### src/hw/rtl/sti_pkg.sv
// Shared constants and types for the segment/triangle intersection core.
// No dependencies; every other file of the block imports this package.
package sti_pkg;

  localparam int STI_COORD_WIDTH = 16;
  localparam int STI_THR_WIDTH = 32;
  localparam logic [STI_THR_WIDTH-1:0] STI_THR_RESET = 32'd1;

  typedef enum logic [1:0] {
    RSN_HIT      = 2'd0,
    RSN_PARALLEL = 2'd1,
    RSN_OUT_BARY = 2'd2,
    RSN_OUT_SEG  = 2'd3
  } sti_reason_t;

  // Slots of the four difference vectors carried down the pipe
  localparam int DI_E1 = 0;
  localparam int DI_E2 = 1;
  localparam int DI_T  = 2;
  localparam int DI_D  = 3;

  // Slots of the four scaled ratios
  localparam int RI_DET = 0;
  localparam int RI_U   = 1;
  localparam int RI_V   = 2;
  localparam int RI_T   = 3;

endpackage

### src/hw/rtl/sti_classify.sv
// Tail of the pipe: sign correction by det, then the parallel, barycentric and
// segment range checks into the result register. Uses sti_pkg.
module sti_classify
  import sti_pkg::*;
#(
  parameter int COORD_WIDTH = STI_COORD_WIDTH,
  localparam int SW   = 3 * COORD_WIDTH + 6,
  localparam int NW   = SW + 1,
  localparam int CMPW = (NW > STI_THR_WIDTH) ? NW : STI_THR_WIDTH
) (
  input  logic                     clk,
  input  logic                     rst_n,
  input  logic                     in_valid,
  output logic                     in_ready,
  input  logic [3:0][SW-1:0]       ratio,
  input  logic [STI_THR_WIDTH-1:0] threshold,
  output logic                     out_valid,
  input  logic                     out_ready,
  output logic [1:0]               reason
);

  logic               vn_r, vr_r;
  logic               adv_n, adv_r;
  logic               flip;
  logic [3:0][NW-1:0] fix_nxt, fix_r;
  logic signed [NW-1:0] det_s, u_s, v_s, t_s;
  logic signed [NW:0]   uv_s;
  logic                 par;
  sti_reason_t          reason_nxt, reason_r;

  assign adv_r    = !vr_r || out_ready;
  assign adv_n    = !vn_r || adv_r;
  assign in_ready = adv_n;

  // Negate all four ratios when det is negative
  assign flip = ratio[RI_DET][SW-1];
  for (genvar j = 0; j < 4; j++) begin : g_fix
    assign fix_nxt[j] = flip ? -NW'($signed(ratio[j])) : NW'($signed(ratio[j]));
  end

  assign det_s = $signed(fix_r[RI_DET]);
  assign u_s   = $signed(fix_r[RI_U]);
  assign v_s   = $signed(fix_r[RI_V]);
  assign t_s   = $signed(fix_r[RI_T]);
  assign uv_s  = (NW+1)'(u_s) + (NW+1)'(v_s);
  assign par   = CMPW'(fix_r[RI_DET]) <= CMPW'(threshold);

  always_comb begin
    if (par) begin
      reason_nxt = RSN_PARALLEL;
    end else if (u_s < 0 || u_s > det_s) begin
      reason_nxt = RSN_OUT_BARY;
    end else if (v_s < 0 || uv_s > (NW+1)'(det_s)) begin
      reason_nxt = RSN_OUT_BARY;
    end else if (t_s > 0 && t_s < det_s) begin
      reason_nxt = RSN_HIT;
    end else begin
      reason_nxt = RSN_OUT_SEG;
    end
  end

  always_ff @(posedge clk) begin
    if (!rst_n) begin
      vn_r <= 1'b0;
      vr_r <= 1'b0;
    end else begin
      if (adv_n) vn_r <= in_valid;
      if (adv_r) vr_r <= vn_r;
    end
  end

  always_ff @(posedge clk) begin
    if (adv_n) fix_r    <= fix_nxt;
    if (adv_r) reason_r <= reason_nxt;
  end

  assign out_valid = vr_r;
  assign reason    = reason_r;

endmodule

### config.mk
export PLATFORM = sky130hd
export DESIGN_NAME = sti_classify
export DESIGN_NICKNAME = d
export VERILOG_FILES = /design/src/hw/rtl/sti_pkg.sv /design/src/hw/rtl/sti_classify.sv
export SDC_FILE = /design/constraint.sdc
export NUM_CORES = 1
export LEC_CHECK = 0
export ABC_AREA = 1
export BUFFER_PORTS_ARGS = -buffer_cell sky130_fd_sc_hd__buf_2
export CORE_ASPECT_RATIO = 0.9
export CORE_UTILIZATION = 30
export DETAILED_ROUTE_END_ITERATION = 8
export GPL_TIMING_DRIVEN = 0
export PLACE_DENSITY = 0.5
export SYNTH_ARGS = -nofsm -noshare
export SYNTH_HDL_FRONTEND = slang
export SYNTH_SLANG_ARGS = --single-unit
export TNS_END_PERCENT = 100
### constraint.sdc
create_clock -name clk -period 9.4 [get_ports clk]
set_input_delay 1.88 -clock clk [delete_from_list [all_inputs] [get_ports clk]]
set_output_delay 1.88 -clock clk [all_outputs]
set_load 0.005 [all_outputs]
==> flow_metrics.py <==
metrics = {
    "sta": {
        "finalSetupViolCount": 0,
        "worst_slew_pin_slew_ns": 1.53,
        "tns_ns": 0,
        "finalCritPeriodShare": 0.566,
        "skew_ns": 0.0136,
        "relSlewSlack": -0.0169,
        "fmax_ghz": 0.188,
        "holdWs_ns": 0.489,
        "fin_crit_ns": 5.32,
        "hold_viol": 0,
        "drv_slew": 11,
        "rsz0062_at_grt": "false",
        "setup_slack_ns": 4.08,
    },
    "clock_network": {
        "htreeDepth": 1,
        "post_cts_resized": 0,
        "cts_tree": "done",
        "clk_pin_slew_ns": 0.06,
        "post_cts_buffers": 0,
        "cts_buffers": 28,
        "cts_num_sinks": 224,
        "clockBufferDepth": 3,
        "root_buffer": "clkbuf_16",
        "cts_hold_buf": 0,
        "insertion_delay_ns": 0.58,
    },
    "route": {
        "route.vias.total": 21159,
        "drt_iter0_markers": 1356,
        "wl_per_cell_um": 21.5,
        "drtPass1Iterations": 5,
        "route.detailed.drc": 0,
        "antenna_left": 0,
        "vias_per_cell": 4.99,
        "drt-total-wl_mm": 91.3,
    },
    "yosys": {
        "syn_inst": 2971,
        "synth_nets": 3480,
        "avgSynthCellArea_um2": 7.53,
        "ys_warn_count": 0,
        "ys_types": 67,
        "synth-edff-count": 222,
        "async_flop_share": 0,
        "ys_ff_latch": 224,
        "synth-main-ff-cell": "edfxtp_1",
        "syn_area_um2": 22400,
        "yosysSeqAreaShare": 0.300,
    },
    "worst_hold_path": {
        "hp-class": "flip-flop to flip-flop",
        "min_path_cells": 2,
    },
    "placement": {
        "placed_area_um2": 24900,
        "dpl_worst_slack_ns": 4.06,
        "numPlacedInstances": 4189,
        "io_buffer_count": 255,
        "dp_hpwl_mm": 77.8,
        "gp_congestion": 1.02,
    },
    "status": {
        "status": "finished, violations left",
        "violations": "max-capacitance violations, max-slew violations",
    },
    "die": {
        "dieArea_um2": 75600,
        "initial_core_util": 0.305,
        "io_pins": 256,
        "rows": 94,
        "core_um2": 73400,
        "die_y_um": 261,
        "die_w_um": 290,
    },
    "global_routing": {
        "grt_max_degree": 61,
        "antenna_found_initial": 11,
        "grt_pass1_vias": 20830,
        "grt_pass1_wl_mm": 132,
        "overflow": 0,
        "track_usage": 0.240,
    },
    "setup_path": {
        "crit_path_max_fanout": 60,
        "startpoint_type": "primary input",
        "end_kind": "primary output",
        "critical_path_class": "primary input to primary output",
        "arrival_ns": 3.44,
        "worst_ep_required_time_ns": 7.52,
        "reg2regPathDepth": 25,
    },
    "power_and_ir_drop": {
        "powerDensity_nw_per_um2": 153,
        "p_total_mw": 3.97,
        "p_leak_nw": 11.9,
        "max-vdd-ir-drop_uv": 134,
    },
    "cells_and_area": {
        "mostFrequentLayoutCell": "nand2_1",
        "multi_input_area_um2": 13900,
        "utilization": 0.353,
        "stdcell_area_um2": 25900,
        "drive_gt1_frac": 0.126,
        "nFillCells": 7961,
        "final_cell_mix": "571 x nand2_1, 428 x inv_1, 407 x nor2_1",
        "stdcell_count": 4243,
        "syn_to_final_growth_pct": 15.8,
        "nets": 3768,
        "register_area_um2": 6710,
    },
    "job": {
        "maxCapViolations": 1,
    },
}
==> power breakdown <==
part           total, mW  switching (mW)  internal [mW]
sequential          1.31          0.0876           1.22
combinational       1.53           0.995          0.540
clock               1.12           0.457          0.668
==> layer usage <==
metal | vias to the layer above | routed length, µm | share of wire | global-route usage
li1 | 10519 | - | - | -
met1 | 9833 | 39500 | 0.43 | 0.309
met2 | 636 | 42200 | 0.46 | 0.401
met3 | 155 | 5460 | 0.060 | 0.0321
met4 | 16 | 4070 | 0.045 | 0.101
met5 | - | 91 | 0.0010 | 0
==> area by class of cell <==
type | count | share of cell area
multi-input combinational | 2271 | 0.535
sequential | 224 | 0.259
inverter | 447 | 0.0648
timing repair buffer | 258 | 0.0525
tap | 960 | 0.0464
clock buffer | 30 | 0.0282
clock inverter | 22 | 0.00836
buffer | 29 | 0.00517
antenna | 2 | 0.000193
==> path summary, 6_finish.rpt <==
path	start	end	slack, ns
max	out_ready	in_ready	4.08
min reg2reg	vn_r	out_valid	0.49
max reg2reg	u_s[0]	reason[1]	4.40
min	vn_r	out_valid	0.49
==> cell usage after synthesis (3+ instances only) <==
| cell | n | area [µm²] |
|---|---|---|
| ha_1 | 256 | 3200 |
| o21ai_0 | 108 | 541 |
| xnor2_1 | 67 | 587 |
| nand2_2 | 13 | 81.3 |
| xor2_1 | 182 | 1590 |
| o21ai_1 | 20 | 100 |
| and3_1 | 5 | 31.3 |
| nor4_1 | 35 | 219 |
| nand3_2 | 4 | 40.0 |
| or2_2 | 3 | 18.8 |
| nand3_1 | 117 | 586 |
| nor2_1 | 407 | 1530 |
| edfxtp_1 | 222 | 6670 |
| clkbuf_1 | 22 | 82.6 |
| o21ai_2 | 7 | 61.3 |
| buf_1 | 3 | 11.3 |
| nor3_1 | 70 | 350 |
| a21oi_1 | 182 | 911 |
| a31oi_1 | 29 | 181 |
| nand4_1 | 66 | 413 |
| nor3_2 | 12 | 120 |
| nand2_1 | 571 | 2140 |
| a21boi_0 | 5 | 37.5 |
| inv_1 | 428 | 1610 |
| o21ai_4 | 3 | 48.8 |
| a21o_1 | 11 | 82.6 |
| nor2_2 | 7 | 43.8 |
| nor3_4 | 4 | 65.1 |
| o41ai_1 | 4 | 35.0 |
| o21bai_1 | 12 | 90.1 |
| nor2_4 | 12 | 135 |
| o31ai_1 | 8 | 60.1 |
| nand3_4 | 3 | 52.6 |
| o21a_1 | 9 | 67.6 |
| inv_2 | 18 | 67.6 |
| nor3b_1 | 4 | 30.0 |
==> sequential cells by signal (all words and copies together) (netlist names) <==
register,cells
det_s,55
out_valid,1
reason,2
t_s,55
u_s,55
v_s,55
vn_r,1
==> worst max-delay path, cell delays in order <==
cell	delay, ns
buf_2	0.10
inv_1	0.10
nand3_4	0.61
buf_16	0.48
buf_2	0.19
==> cells by family after synthesis <==
kind of cell	share of synthesized area
flip-flops	0.300
AO/OA/AOI/OAI	0.107
other	0.000168
XOR/XNOR	0.0983
adder cells (fa/ha/maj)	0.144
buffers and inverters	0.0809
AND/OR/NAND/NOR	0.269
Note: power is estimated with default switching activity, not from simulation.
